$ cat config.mk
export PLATFORM = sky130hd
export DESIGN_NAME = command_line_tokenizer
export DESIGN_NICKNAME = d
export VERILOG_FILES = /design/src/rtl/clt_pkg.sv /design/src/rtl/command_line_tokenizer.sv /design/src/rtl/clt_parser.sv /design/src/rtl/clt_serializer.sv
export SDC_FILE = /design/constraint.sdc
export NUM_CORES = 1
export LEC_CHECK = 0
export BUFFER_PORTS_ARGS = -buffer_cell sky130_fd_sc_hd__buf_2
export CORE_ASPECT_RATIO = 0.5
export CORE_MARGIN = 2
export CORE_UTILIZATION = 55
export DETAILED_ROUTE_END_ITERATION = 12
export GPL_TIMING_DRIVEN = 1
export PLACE_DENSITY = 0.82
export SYNTH_ARGS = -nofsm -noshare
export SYNTH_HDL_FRONTEND = slang
export SYNTH_HIERARCHICAL = 1
export SYNTH_SLANG_ARGS = --single-unit
export TNS_END_PERCENT = 5
$ cat constraint.sdc
create_clock -name clk_i -period 2.7 [get_ports clk_i]
set_input_delay 0.135 -clock clk_i [delete_from_list [all_inputs] [get_ports clk_i]]
set_output_delay 0.135 -clock clk_i [all_outputs]
set_load 0.02 [all_outputs]
$ cat src/rtl/clt_pkg.sv
// shared types, constants and escape table for the command line tokenizer
`timescale 1ns / 1ps

package clt_pkg;

  localparam int unsigned ByteW = 8;

  localparam logic [ByteW-1:0] ChrNul    = 8'h00;
  localparam logic [ByteW-1:0] ChrSpace  = 8'h20;
  localparam logic [ByteW-1:0] ChrDquote = 8'h22;
  localparam logic [ByteW-1:0] ChrSquote = 8'h27;
  localparam logic [ByteW-1:0] ChrBslash = 8'h5C;

  // parse mode, one-hot
  typedef enum logic [5:0] {
    MODE_IDLE     = 6'b000001,
    MODE_DQ       = 6'b000010,
    MODE_DQ_ESC   = 6'b000100,
    MODE_SQ       = 6'b001000,
    MODE_WORD     = 6'b010000,
    MODE_WORD_ESC = 6'b100000
  } mode_e;

  // results of one input byte, in order: character, token end, line end
  typedef struct packed {
    logic             has_char;
    logic [ByteW-1:0] chr;
    logic             has_te;
    logic             has_le;
  } clt_res_t;

  function automatic logic [ByteW-1:0] map_escape(input logic [ByteW-1:0] c);
    logic [ByteW-1:0] t;
    unique case (c)
      8'h61:   t = 8'h07; // a
      8'h62:   t = 8'h08; // b
      8'h74:   t = 8'h09; // t
      8'h6E:   t = 8'h0A; // n
      8'h76:   t = 8'h0B; // v
      8'h66:   t = 8'h0C; // f
      8'h72:   t = 8'h0D; // r
      8'h5C:   t = 8'h5C;
      8'h22:   t = 8'h22;
      8'h30:   t = 8'h00; // escaped zero cuts the token
      default: t = c;
    endcase
    return t;
  endfunction

endpackage

$ cat src/rtl/command_line_tokenizer.sv
// command line tokenizer top level: input register, parser, result serializer
//
//   beat   direction  handshake              payload
//   in     input      in_valid_i/in_stall_o  byte_req_i
//   out    output     out_valid_o/out_stall_i data_o, token_end_o, line_end_o
//
// one byte enters per cycle while in_stall_o is low; its results leave one beat
// per cycle while out_stall_i is low, so a byte that yields k beats (0..3) holds
// the result register until its last beat is taken
// rst_ni clears the parse state and all valid flags; no clearing pass
// a stalled output holds its beat; the input register stalls once the next
// byte cannot move into the result register
`timescale 1ns / 1ps

module command_line_tokenizer
  import clt_pkg::*;
(
  input  logic             clk_i,
  input  logic             rst_ni,
  input  logic             in_valid_i,
  output logic             in_stall_o,
  input  logic [ByteW-1:0] byte_req_i,
  output logic             out_valid_o,
  input  logic             out_stall_i,
  output logic [ByteW-1:0] data_o,
  output logic             token_end_o,
  output logic             line_end_o
);

  logic             in_v_q;
  logic [ByteW-1:0] byte_q;
  logic             can_load;
  logic             move;
  clt_res_t         res;

  assign move       = in_v_q && can_load;
  assign in_stall_o = in_v_q && !can_load;

  always_ff @(posedge clk_i or negedge rst_ni) begin
    if (!rst_ni) begin
      in_v_q <= 1'b0;
    end else if (!in_stall_o) begin
      in_v_q <= in_valid_i;
    end
  end

  always_ff @(posedge clk_i) begin
    if (!in_stall_o && in_valid_i) begin
      byte_q <= byte_req_i;
    end
  end

  clt_parser u_parser (
    .clk_i  (clk_i),
    .rst_ni (rst_ni),
    .fire_i (move),
    .byte_i (byte_q),
    .res_o  (res)
  );

  clt_serializer u_ser (
    .clk_i       (clk_i),
    .rst_ni      (rst_ni),
    .load_i      (move),
    .res_i       (res),
    .can_load_o  (can_load),
    .out_valid_o (out_valid_o),
    .out_stall_i (out_stall_i),
    .data_o      (data_o),
    .token_end_o (token_end_o),
    .line_end_o  (line_end_o)
  );

endmodule

$ cat src/rtl/clt_parser.sv
// parse state and per-byte decode into a result group
`timescale 1ns / 1ps

module clt_parser
  import clt_pkg::*;
(
  input  logic             clk_i,
  input  logic             rst_ni,
  input  logic             fire_i,
  input  logic [ByteW-1:0] byte_i,
  output clt_res_t         res_o
);

  mode_e mode_q, mode_d;
  logic  cut_q, cut_d;

  always_comb begin
    logic [ByteW-1:0] t;
    t      = map_escape(byte_i);
    res_o  = '0;
    mode_d = mode_q;
    cut_d  = cut_q;
    unique case (mode_q)
      MODE_DQ, MODE_SQ, MODE_WORD: begin
        if (byte_i == ChrNul) begin
          res_o.has_te = 1'b1;
          res_o.has_le = 1'b1;
          mode_d       = MODE_IDLE;
          cut_d        = 1'b0;
        end else if ((mode_q == MODE_DQ && byte_i == ChrDquote) ||
                     (mode_q == MODE_SQ && byte_i == ChrSquote) ||
                     (mode_q == MODE_WORD && byte_i <= ChrSpace)) begin
          res_o.has_te = 1'b1;
          mode_d       = MODE_IDLE;
          cut_d        = 1'b0;
        end else if (mode_q != MODE_SQ && byte_i == ChrBslash) begin
          mode_d = (mode_q == MODE_DQ) ? MODE_DQ_ESC : MODE_WORD_ESC;
        end else begin
          res_o.has_char = !cut_q;
          res_o.chr      = byte_i;
        end
      end
      MODE_DQ_ESC, MODE_WORD_ESC: begin
        if (byte_i == ChrNul) begin
          // trailing lone backslash is kept
          res_o.has_char = !cut_q;
          res_o.chr      = ChrBslash;
          res_o.has_te   = 1'b1;
          res_o.has_le   = 1'b1;
          mode_d         = MODE_IDLE;
          cut_d          = 1'b0;
        end else begin
          if (t == ChrNul) begin
            cut_d = 1'b1;
          end else begin
            res_o.has_char = !cut_q;
            res_o.chr      = t;
          end
          mode_d = (mode_q == MODE_DQ_ESC) ? MODE_DQ : MODE_WORD;
        end
      end
      default: begin
        // idle, and any stray code
        mode_d = MODE_IDLE;
        if (byte_i == ChrNul) begin
          res_o.has_le = 1'b1;
          cut_d        = 1'b0;
        end else if (byte_i <= ChrSpace) begin
          mode_d = MODE_IDLE;
        end else if (byte_i == ChrDquote) begin
          cut_d  = 1'b0;
          mode_d = MODE_DQ;
        end else if (byte_i == ChrSquote) begin
          cut_d  = 1'b0;
          mode_d = MODE_SQ;
        end else if (byte_i == ChrBslash) begin
          cut_d  = 1'b0;
          mode_d = MODE_WORD_ESC;
        end else begin
          cut_d          = 1'b0;
          mode_d         = MODE_WORD;
          res_o.has_char = 1'b1;
          res_o.chr      = byte_i;
        end
      end
    endcase
  end

  always_ff @(posedge clk_i or negedge rst_ni) begin
    if (!rst_ni) begin
      mode_q <= MODE_IDLE;
      cut_q  <= 1'b0;
    end else if (fire_i) begin
      mode_q <= mode_d;
      cut_q  <= cut_d;
    end
  end

  // a zero byte always closes the line and leaves the parser clean
  a_line_end_resets: assert property (@(posedge clk_i) disable iff (!rst_ni)
    (fire_i && byte_i == ChrNul) |=> (mode_q == MODE_IDLE && !cut_q))
    else $error("parser not idle after line end");

  a_le_only_on_nul: assert property (@(posedge clk_i) disable iff (!rst_ni)
    (byte_i != ChrNul) |-> !res_o.has_le)
    else $error("line end without zero byte");

endmodule

$ cat src/rtl/clt_serializer.sv
// result group register, sends its beats one per cycle while out_stall_i is low
`timescale 1ns / 1ps

module clt_serializer
  import clt_pkg::*;
(
  input  logic             clk_i,
  input  logic             rst_ni,
  input  logic             load_i,
  input  clt_res_t         res_i,
  output logic             can_load_o,
  output logic             out_valid_o,
  input  logic             out_stall_i,
  output logic [ByteW-1:0] data_o,
  output logic             token_end_o,
  output logic             line_end_o
);

  clt_res_t grp_q, grp_d;
  logic     take;
  logic     last;

  assign out_valid_o = grp_q.has_char | grp_q.has_te | grp_q.has_le;
  assign take        = out_valid_o && !out_stall_i;
  assign last        = $countones({grp_q.has_char, grp_q.has_te, grp_q.has_le}) == 1;
  assign can_load_o  = !out_valid_o || (take && last);

  assign data_o      = grp_q.has_char ? grp_q.chr : ChrNul;
  assign token_end_o = !grp_q.has_char && grp_q.has_te;
  assign line_end_o  = !grp_q.has_char && !grp_q.has_te && grp_q.has_le;

  always_comb begin
    grp_d = grp_q;
    if (load_i) begin
      grp_d = res_i;
    end else if (take) begin
      // drop the beat just sent
      priority if (grp_q.has_char) begin
        grp_d.has_char = 1'b0;
      end else if (grp_q.has_te) begin
        grp_d.has_te = 1'b0;
      end else begin
        grp_d.has_le = 1'b0;
      end
    end
  end

  always_ff @(posedge clk_i or negedge rst_ni) begin
    if (!rst_ni) begin
      grp_q <= '0;
    end else begin
      grp_q <= grp_d;
    end
  end

  a_no_overwrite: assert property (@(posedge clk_i) disable iff (!rst_ni)
    load_i |-> (!out_valid_o || (take && last)))
    else $error("result group overwritten before drained");

  a_char_first: assert property (@(posedge clk_i) disable iff (!rst_ni)
    (take && !load_i && (token_end_o || line_end_o)) |=> !grp_q.has_char)
    else $error("character after a mark in one group");

endmodule
Yosys cells after proc, flatten, opt, wreduce, memory -nomap -nowiden:

Index checks and enable logic that the tools add are counted.

* eq/ne operators: 24
* div/mod/pow operators: 0
* reduce and logical (&&, ||, !) cells: 31
* $mul: 0
* order comparisons: 1
* bitwise operators: 2
* muxes and demuxes: 44
* shifts and indexed selects: 0
* $add $sub $neg: 2

Operators by type and width (number)
* $mux W9: 10
* $pmux W8 S10: 1
* $eq A8 B7 Y1 const B: 8
* $mux W6: 10
* $add A32 B1 Y32: 1
* $eq A32 B2 Y1 const B: 1
* $eq A8 B6 Y1 const B: 3
* $pmux W9 S2: 1
* $logic_not A8 Y1: 2
* $mux W1: 13
* $logic_and A1 B1 Y1: 12
* $pmux W6 S2: 1
* $le A8 B6 Y1 const B: 1
* $mux W2: 4
* $mux W8: 1
* $logic_not A1 Y1: 7
* $eq A6 B2 Y1 const B: 1
* $eq A6 B3 Y1 const B: 1
* $eq A6 B4 Y1 const B: 1
* $eq A6 B5 Y1 const B: 1
* $eq A6 B6 Y1 const B: 1
* $ne A3 B1 Y1 const B: 2
* $ne A6 B4 Y1 const B: 1
* $mux W5: 1
* 13 further kinds: 19

* bits of input ports: 12
* memories: 0
* ROM bits: 0
* bits in latches: 0
* RAM bits: 0
* bits in registers: 27
* output and inout port bits: 12
* word-level logic and storage cells: 112

Longest topological paths before layout:

Gate-level depths: netlist (run 1).

* depth after elaboration: 9
* mapped depth: 11
* gate-level depth less buffers: 8

By module:

Netlist (run 1), hierarchy kept.

By module, submodules not included
* clt_parser: area an instance 1133.6 sq um, cells each 164, times used 1, seq. area each 176.4 sq um
* clt_serializer: area an instance 555.5 sq um, cells each 47, times used 1, seq. area each 275.3 sq um
* command_line_tokenizer: area an instance 304.0 sq um, cells each 14, times used 1, seq. area each 265.3 sq um

Worst setup path after synthesis (run 1):

OpenSTA, ideal clock, no wires.

* kind: flip-flop to flip-flop
* start: reg u_ser/grp_q[10] in the netlist's numbering
* end: reg u_parser.mode_q[3]
* cell stages (with the launch flop): 9
* buffers on the path: 1
* data arrival time: 2.147 ns
* setup time: 0.125 ns
* data required time: 2.575 ns
* path slack: 0.428 ns
* cells stage by stage: dfrtp_1 > buf_2 > inv_1 > fa_1 > o21ai_2 > and2_1 > inv_1 > a21oi_2 > mux2_2

* cells in the longest elaborated chain, start to end: 7
* elaborated cells on any way between the ends: 10

RTL lines
* start, declared: line clt_serializer.sv:19 `clt_res_t grp_q, grp_d;`
* start signal, assigned: line clt_serializer.sv:52 `grp_q <= grp_d;`
* parallel branches: the longest is 4 deep, another holds $add A32 B1 Y32
* $logic_or A1 B1 Y1 *: line clt_serializer.sv:26 `assign can_load_o = !out_valid_o || (take && last);`
* net can_load: line command_line_tokenizer.sv:32 `logic can_load;`
* $logic_and A1 B1 Y1 *: line command_line_tokenizer.sv:36 `assign move = in_v_q && can_load;`
* net move: line command_line_tokenizer.sv:33 `logic move;`
* $reduce_and A2 Y1 (no source line) *
* end signal, assigned: line clt_parser.sv:94 `mode_q <= mode_d;`
* end, declared: line clt_parser.sv:14 `mode_e mode_q, mode_d;`

Mark *: on every way through the listed nets, which the timed path passes.
A chain may end at the register's enable or synchronous reset.

==> flow_summary.json, run 1 <==
{
  "timing.final.crit_share": 0.918,
  "pwr-share-seq": 0.337,
  "finalCoreUtilization": 0.629,
  "p_int_mw": 1.15,
  "cts_made_buffers": 3,
  "port_buffers": 23,
  "setup_violations": 0,
  "dp_hpwl_mm": 3.57,
  "seqCellArea_um2": 717,
  "grt_overflow": 0,
  "grt_usage": 0.247,
  "outcome": "complete, no violations",
  "avgSynthCellArea_um2": 8.86,
  "worst_slew_pin_slew_ps": 564,
  "vias_per_cell": 6.02,
  "grt_pass1_vias": 1527,
  "postPlaceCellArea_um2": 2120,
  "drtIter0Drc": 232,
  "io_pins": 24,
  "fmax_ghz": 0.403,
  "skew_ps": 4.62,
  "cp.arrival_ps": 2690,
  "crit_type": "flop to flop",
  "yosysWarnings": 6,
  "core_um2": 3450,
  "synth_area_um2": 1990,
  "die_h_um": 46.6,
  "drc": 0,
  "rsz0062_at_grt": "false",
  "antenna_found_initial": 0,
  "p_leak_nw": 0.902,
  "cp-start-kind": "flop",
  "slew_headroom": 0.622,
  "async_reset_ff_frac": 0.704,
  "min_period_ps": 2480,
  "synth-edff-count": 8,
  "drt_wl_total_mm": 4.81,
  "numClockSinks": 27,
  "setup_tns_ps": 0,
  "post_route_cells_drive_above_1_share": 0.230,
  "ys.flop_type": "dfrtp_1",
  "design_area_um2": 2170,
  "hold_class": "input pin to flop",
  "initial_core_util": 0.577,
  "drv_cap": 0,
  "ant_nets": 0,
  "clockPowerShare": 0.111,
  "grt_max_degree": 20,
  "clk_latency_ps": 270,
  "setup_slack_ps": 222,
  "clockBufferDepth": 2,
  "synth_cells": 225,
  "fillers": 299,
  "worstPathRequired_ps": 2910,
  "dp_slack_ps": 319,
  "cp_max_fo": 7,
  "sw_frac_of_total": 0.441,
  "multi_input_area_um2": 1140,
  "whs_ps": 33.8,
  "syn2layout_area_growth_pct": 8.91,
  "num_rows": 15,
  "syn-num-nets": 238,
  "ys_seq_elements": 27,
  "die-area_um2": 4150,
  "htree_num_levels": 1,
  "synth_cell_type_count": 57,
  "drv_slew": 0,
  "grt_pass1_wl_mm": 7.58,
  "hold_violations": 0,
  "wl_per_cell_um": 16.4,
  "fin_nets": 257,
  "diodes": 0,
  "ys_seq_area_frac": 0.360,
  "gp_congestion": 0.989,
  "clockRootBuffer": "clkbuf_8",
  "p_switching_uw": 908,
  "routed-via-count": 1771,
  "clk_pin_slew_ps": 90,
  "die_w_um": 89.1,
  "power.density_nw_per_um2": 949,
  "cp-end-kind": "flop",
  "tritoncts": "yes",
  "p_comb_frac": 0.553,
  "dr.pass1.iters": 5,
  "vdd_drop_max_mv": 0.405
}
## cells by family after synthesis
kind of cell / count (synthesis) / synth area share
adder cells (fa/ha/maj): 2 / 0.0151
flip-flops: 27 / 0.360
AO/OA/AOI/OAI: 50 / 0.169
XOR/XNOR: 3 / 0.0132
buffers and inverters: 27 / 0.0678
AND/OR/NAND/NOR: 102 / 0.289
multiplexers: 14 / 0.0860
## path summary, 6_finish.rpt
check | start | endpoint | slack, ps | cells after the start
max | u_parser/mode_q[2]$_DFFE_PN0P_ | u_ser/grp_q[5]$_DFFE_PN0P_ | 220 | 7
min | byte_req_i[2] | byte_q[2]$_DFFE_PP_ | 30 | 1
max reg2reg | u_parser/mode_q[2]$_DFFE_PN0P_ | u_ser/grp_q[5]$_DFFE_PN0P_ | 220 | 7
min reg2reg | u_ser/grp_q[8]$_DFFE_PN0P_ | u_ser/grp_q[8]$_DFFE_PN0P_ | 510 | 1
max in group asynchronous | rst_ni | u_parser/mode_q[0]$_DFFE_PN1P_ | 2030 | 2
min in group asynchronous | rst_ni | u_ser/grp_q[6]$_DFFE_PN0P_ | 330 | 2
## worst max-delay path, cell delays in order, from the launching register on
cell and delay [ps]:
dfrtp_1 470, xor2_1 200, and3_1 300, or4_4 590, nor3_4 360, o22ai_2 180, a21oi_2 160, mux2_4 150
## cells in the final DEF (no fill, tap or decap), types with 7 or more instances in the layout
cell      netlist  routed
nor2_1         22      22
a21oi_1        11      11
dfrtp_1        18      18
inv_1          13      13
nand3_1         9       9
edfxtp_1        8       8
nor3_1         10      10
and2_1         12      12
buf_2           3      23
o21ai_0         9       9
nand2b_1        7       7
nand2_1        14      14
## cells in the mapped netlist (all sizes together) (2+ instances only)
| library cell | instances | area share |
|---|---|---|
| nor2 | 22 | 0.041 |
| dfrtp | 18 | 0.23 |
| o21ai | 15 | 0.041 |
| nand2 | 14 | 0.026 |
| a21oi | 13 | 0.036 |
| and2 | 13 | 0.042 |
| inv | 13 | 0.024 |
| mux2 | 13 | 0.081 |
| nor3 | 12 | 0.038 |
| nand3 | 9 | 0.023 |
| edfxtp | 8 | 0.12 |
| nand2b | 8 | 0.029 |
| buf | 7 | 0.030 |
| clkbuf | 7 | 0.013 |
| and3 | 6 | 0.019 |
| nand4 | 6 | 0.019 |
| a31oi | 5 | 0.016 |
| o22ai | 3 | 0.013 |
| xor2 | 3 | 0.013 |
| a21boi | 2 | 0.0075 |
| a22o | 2 | 0.0088 |
| o211ai | 2 | 0.0075 |
| or2 | 2 | 0.0063 |
| or3 | 2 | 0.0088 |
## power groups by stage
stage	clock [mW]	sequential [mW]	combinational (mW)
6_report	0.228	0.694	1.14
5_1_grt	0.243	0.709	1.23
4_1_cts	0.236	0.688	1.11
3_5_place_dp	0	0.697	1.10
3_3_place_gp	0	0.687	1.08
2_1_floorplan	0	0.616	0.968
## sequential cells by signal, indices dropped and copies added (netlist names)
name	flops
u_parser/mode_q	6
in_v_q	1
byte_q	8
u_parser/cut_q	1
u_ser/grp_q	11
## layout make-up
| type | instances | area share |
|---|---|---|
| multi-input combinational | 171 | 0.526 |
| sequential | 27 | 0.330 |
| timing repair buffer | 28 | 0.0715 |
| inverter | 13 | 0.0225 |
| clock buffer | 4 | 0.0207 |
| tap | 51 | 0.0294 |
## stage by stage
step / instances / total power [mW]
floorplan: 225 / 1.58
global placement: 289 / 1.77
detailed placement: 289 / 1.80
CTS: 294 / 2.04
global route: 294 / 2.18
finish: 294 / 2.06
## layer usage
metal / track usage / vias up / share of wire
li1: - / 836 / -
met1: 0.366 / 825 / 0.49
met2: 0.378 / 104 / 0.43
met3: 0.0430 / 6 / 0.073
met4: 0.0567 / 0 / 0.0092
met5: 0 / - / 0
## repair_timing
| item | in CTS | in global routing |
|---|---|---|
| gates resized for setup | 0 | 0 |
| hold buffers | 1 | 0 |
| hold endpoints to repair | 18 | 0 |
| setup buffers | 0 | 0 |
Power figures use the tool's default switching activity.
==> inputs of run 2 (changes only) <==
Settings changed: CORE_UTILIZATION 55 to 52, PLACE_DENSITY 0.82 to 0.81.
Clock period 2.7 ns to 2.2 ns, I/O delays scaled along.
==> flow_summary.json, run 2 (synthesis results as in run 1) <==
{
  "worstPathRequired_ps": 2420,
  "num_rows": 15,
  "fillers": 258,
  "layout_common_cells": "buf_4, buf_2, nor2_1, dfrtp_1, nand2_1",
  "setup_slack_ps": -68.3,
  "port_buffers": 23,
  "violations": "setup timing",
  "worst_slew_pin_slew_ps": 457,
  "slew_headroom": 0.695,
  "antenna_found_initial": 0,
  "cp_max_fo": 4,
  "p_leak_nw": 1.08,
  "fin_cells": 327,
  "numClockSinks": 27,
  "grt_pass1_vias": 1734,
  "dr.pass1.iters": 7,
  "tritoncts": "yes",
  "syn2layout_area_growth_pct": 26.8,
  "rsz0062_at_grt": "true",
  "htree_num_levels": 1,
  "power_mw": 2.93,
  "diodes": 0,
  "hold_class": "input pin to flop",
  "wl_per_cell_um": 17.0,
  "clk_latency_ps": 280,
  "grt_overflow": 0,
  "drv_slew": 0,
  "power.density_nw_per_um2": 1160,
  "grt_max_degree": 20,
  "timing.final.crit_share": 1.03,
  "multi_input_area_um2": 1230,
  "ant_nets": 0,
  "routed-via-count": 1904,
  "min_period_ps": 2270,
  "drtIter0Drc": 274,
  "outcome": "finished, violations left",
  "top_regs": "u_ser/grp_q: 11 flops, byte_q: 8 flops, u_parser/mode_q: 6 flops",
  "vdd_drop_max_mv": 0.699,
  "setup_violations": 9,
  "cp.arrival_ps": 2490,
  "fin_nets": 290,
  "post_route_cells_drive_above_1_share": 0.380,
  "clockRootBuffer": "clkbuf_8",
  "die-area_um2": 4370,
  "die_h_um": 47.8,
  "clockBufferDepth": 2,
  "cts_made_buffers": 3,
  "regMostFlops": "u_ser/grp_q",
  "crit_type": "flop to flop",
  "gp_congestion": 0.936,
  "dp_hpwl_mm": 4.13,
  "reg2reg_slack_ps": -70,
  "largest_reg_flops": 11,
  "layout_commonest_cell": "buf_4",
  "initial_core_util": 0.562,
  "dp_slack_ps": -77.2,
  "fmax_ghz": 0.441,
  "cp-start-kind": "flop",
  "core_um2": 3550,
  "seqCellArea_um2": 719,
  "dp.cells": 314,
  "grt_usage": 0.261,
  "die_w_um": 91.6,
  "skew_ps": 13.2,
  "cp-end-kind": "flop",
  "drv_cap": 0,
  "vias_per_cell": 5.82,
  "drc": 0,
  "io_pins": 24,
  "clk_pin_slew_ps": 110,
  "drt_wl_total_mm": 5.55,
  "hold_violations": 0,
  "grt_pass1_wl_mm": 8.69
}
-- run 2: changes by cell type in the layout (fill, tap and decap cells not counted), moves of 2 or more --
cell	previous run	this run
buf_4	4	31
dlygate4sd3_1	1	6
and3_1	6	3
and3_4	0	3
nor2_1	22	19
dfrtp_1	18	16
dfrtp_2	0	2
mux2_4	4	6
nor2_2	0	2
o21ai_0	9	7
o21ai_2	2	4
-- run 2: critical path, stage by stage (launching register included) --
cell     delay [ps]
dfstp_2         610
nor2_2           60
and3_4          160
or4_4           550
nor3_4          350
buf_6           160
a21oi_2          40
o21ai_1         100
mux2_4          170
-- run 2: area by class of cell --
type	instances	area share
multi-input combinational	171	0.487
sequential	27	0.285
timing repair buffer	61	0.166
tap	51	0.0252
inverter	13	0.0193
clock buffer	3	0.0163
clock inverter	1	0.00198
-- run 2: what timing repair did --
| item | CTS | global route |
|---|---|---|
| gates resized for setup | 6 | 20 |
| hold buffers | 3 | 3 |
| endpoints found under the hold margin | 20 | 3 |
| endpoints found under the setup margin | 11 | 14 |
| pin swaps | 1 | 12 |
| buffers inserted | 1 | 2 |
-- run 2: layer usage --
metal  global-route usage  vias up  wire, um
li1                     -      901         -
met1                0.368      912      2520
met2                0.424       87      2510
met3               0.0598        4       494
met4               0.0606        0        19
met5                    0        -         0
-- run 2: path summary, 6_finish.rpt --
path / from / end / cells after the start
worst max register to register: u_parser/mode_q[0]$_DFFE_PN1P_ / u_ser/grp_q[3]$_DFFE_PN0P_ / 8
max in group asynchronous: rst_ni / u_parser/mode_q[0]$_DFFE_PN1P_ / 2
worst max-delay path: u_parser/mode_q[0]$_DFFE_PN1P_ / u_ser/grp_q[3]$_DFFE_PN0P_ / 8
min in group asynchronous: rst_ni / u_parser/mode_q[1]$_DFFE_PN0P_ / 2
worst min register to register: u_ser/grp_q[9]$_DFFE_PN0P_ / u_ser/grp_q[9]$_DFFE_PN0P_ / 1
worst min-delay path: byte_req_i[1] / byte_q[1]$_DFFE_PP_ / 1
-- run 2: per-stage QoR --
stage,utilization,instance area (um2),setup TNS (ps),hold WS [ps]
floorplan,-,2000,-20.7,-186
global placement,0.652,2310,0,68.5
detailed placement,0.652,2310,-173,78.5
CTS,0.682,2420,0,4.04
global route,0.713,2530,-902,0.771
finish,0.713,2530,-301,6.78
-- run 2: where the power goes --
group          total (mW)  internal, mW  switching [mW]
clock               0.299         0.127           0.172
combinational        1.84         0.871           0.966
sequential          0.797         0.671           0.126
total                2.93          1.67            1.26
==> inputs of run 3 (changes only) <==
Settings changed: CORE_UTILIZATION 52 to 53, PLACE_DENSITY 0.81 to 0.83, SYNTH_HIERARCHICAL 1 to not set.
==> flow_summary.json, run 3 <==
{
  "outcome": "finished, violations left",
  "violations": "setup timing",
  "skew_ps": 8.04,
  "drv_slew": 0,
  "cts_made_buffers": 3,
  "avgSynthCellArea_um2": 8.77,
  "ys_seq_area_frac": 0.355,
  "numClockSinks": 27,
  "setup_slack_ps": -144,
  "min_period_ps": 2340,
  "yosys-top-cells-count": "nor2_1, dfrtp_1, nand2_1",
  "drt_wl_total_mm": 6.08,
  "grt_overflow": 0,
  "seqCellArea_um2": 717,
  "multi_input_area_um2": 1310,
  "power.density_nw_per_um2": 1210,
  "drv_cap": 0,
  "vdd_drop_max_mv": 0.562,
  "wl_per_cell_um": 17.4,
  "timing.final.crit_share": 1.07,
  "synth_top_area_frac": 0.223,
  "clk_latency_ps": 280,
  "synth-edff-count": 8,
  "cp-end-kind": "flop",
  "initial_core_util": 0.569,
  "die-area_um2": 4350,
  "post_route_cells_drive_above_1_share": 0.383,
  "worst_slew_pin_slew_ps": 599,
  "grt_pass1_vias": 1999,
  "dp_hpwl_mm": 4.24,
  "power_mw": 3.36,
  "fin_nets": 315,
  "routed-via-count": 2159,
  "ys_seq_elements": 27,
  "drtIter0Drc": 200,
  "grt_max_degree": 20,
  "hold_violations": 0,
  "largest_reg_flops": 11,
  "die_w_um": 91.3,
  "synth_cells": 230,
  "synth_area_um2": 2020,
  "yosysTopAreaCell": "dfrtp_1",
  "grt_usage": 0.288,
  "crit_type": "flop to flop",
  "antenna_found_initial": 0,
  "async_reset_ff_frac": 0.704,
  "dr.pass1.iters": 5,
  "postPlaceCellArea_um2": 2510,
  "fmax_ghz": 0.427,
  "num_rows": 15,
  "clockRootBuffer": "clkbuf_8",
  "drc": 0,
  "port_buffers": 23,
  "die_h_um": 47.6,
  "vias_per_cell": 6.19,
  "core_um2": 3550,
  "dp_slack_ps": -242,
  "yosysWarnings": 0,
  "clockBufferDepth": 2,
  "rsz0062_at_grt": "true",
  "slew_headroom": 0.599,
  "tritoncts": "yes",
  "setup_tns_ps": -1120,
  "post-synth-top-count-cell": "nor2_1",
  "finalCoreUtilization": 0.780,
  "ys_top_cells_by_area": "dfrtp_1, edfxtp_1, nor2_1",
  "htree_num_levels": 1,
  "syn2layout_area_growth_pct": 37.1,
  "cp_max_fo": 5,
  "setup_violations": 13,
  "regMostFlops": "u_ser.grp_q",
  "hold_class": "input pin to flop",
  "cp.arrival_ps": 2510,
  "grt_pass1_wl_mm": 9.42,
  "ant_nets": 0,
  "top_regs": "u_ser.grp_q: 11 flops, byte_q: 8 flops, u_parser.mode_q: 6 flops",
  "synth_cell_type_count": 64,
  "cp-start-kind": "flop",
  "io_pins": 24,
  "gp_congestion": 0.937,
  "design_area_um2": 2770,
  "syn-num-nets": 246,
  "layout_commonest_cell": "buf_4",
  "layout_common_cells": "buf_4, buf_2, nor2_1, dfrtp_1, o21ai_0",
  "fillers": 219,
  "ys.flop_type": "dfrtp_1",
  "diodes": 0,
  "p_leak_nw": 1.22,
  "worstPathRequired_ps": 2370,
  "clk_pin_slew_ps": 90
}
[run 3: path summary, 6_finish.rpt]
kind	from	endpoint	slack [ps]	cells after the start
worst max register to register	byte_q[1]$_DFFE_PP_	u_parser.mode_q[5]$_DFFE_PN0P_	-140	6
worst min register to register	u_ser.grp_q[9]$_DFFE_PN0P_	u_ser.grp_q[9]$_DFFE_PN0P_	480	2
worst max-delay path	byte_q[1]$_DFFE_PP_	u_parser.mode_q[5]$_DFFE_PN0P_	-140	6
min in group asynchronous	rst_ni	u_ser.grp_q[2]$_DFFE_PN0P_	320	2
max in group asynchronous	rst_ni	u_parser.mode_q[0]$_DFFE_PN1P_	1510	2
worst min-delay path	byte_req_i[5]	byte_q[5]$_DFFE_PP_	4	1
[run 3: layer usage]
| metal | vias to the layer above | wire, um | global-route usage |
|---|---|---|---|
| met1 | 1005 | 2510 | 0.360 |
| li1 | 994 | - | - |
| met5 | - | 0 | 0 |
| met2 | 139 | 2790 | 0.504 |
| met3 | 21 | 638 | 0.0961 |
| met4 | 0 | 142 | 0.0727 |
[run 3: final cells by class]
type	count	share of cell area
sequential	27	0.259
multi-input combinational	176	0.473
timing repair buffer	83	0.217
clock buffer	3	0.0149
inverter	8	0.0108
tap	51	0.0231
clock inverter	1	0.00226
[run 3: kinds of logic (layout without fill, tap and decap cells)]
kind of cell / after synthesis / count (layout) / share of synthesized area
mux: 6 / 6 / 0.0322
buf+inv: 27 / 95 / 0.0527
xor+xnor: 6 / 6 / 0.0260
compound gates: 61 / 61 / 0.224
simple gates: 99 / 99 / 0.281
flops: 27 / 27 / 0.355
fa+ha+maj: 4 / 4 / 0.0285
[run 3: metrics by stage]
| stage | cells | hold WS, ps |
|---|---|---|
| global placement | 332 | 79.2 |
| global route | 349 | -0.210 |
| finish | 349 | 3.81 |
| floorplan | 230 | -186 |
| detailed placement | 332 | 94.0 |
| CTS | 340 | 0.0729 |
[run 3: critical path, stage by stage, from the launching register on]
cell and delay (ps):
edfxtp_1 460, or4_4 560, or4_4 480, o211ai_4 130
nor2_4 90, nor2_4 200, mux2_4 320
[run 3: what timing repair did]
item	4_1_cts	5_1_grt
setup endpoints to repair	23	26
pin swaps	8	11
setup buffers	3	3
hold buffers	1	6
endpoints found under the hold margin	18	6
gates resized for setup	10	11
[run 3: where the power goes]
part	switching, mW	internal [mW]	leakage [nW]
Combinational	1.27	0.982	0.881
Sequential	0.117	0.686	0.315
Clock	0.168	0.130	0.0260
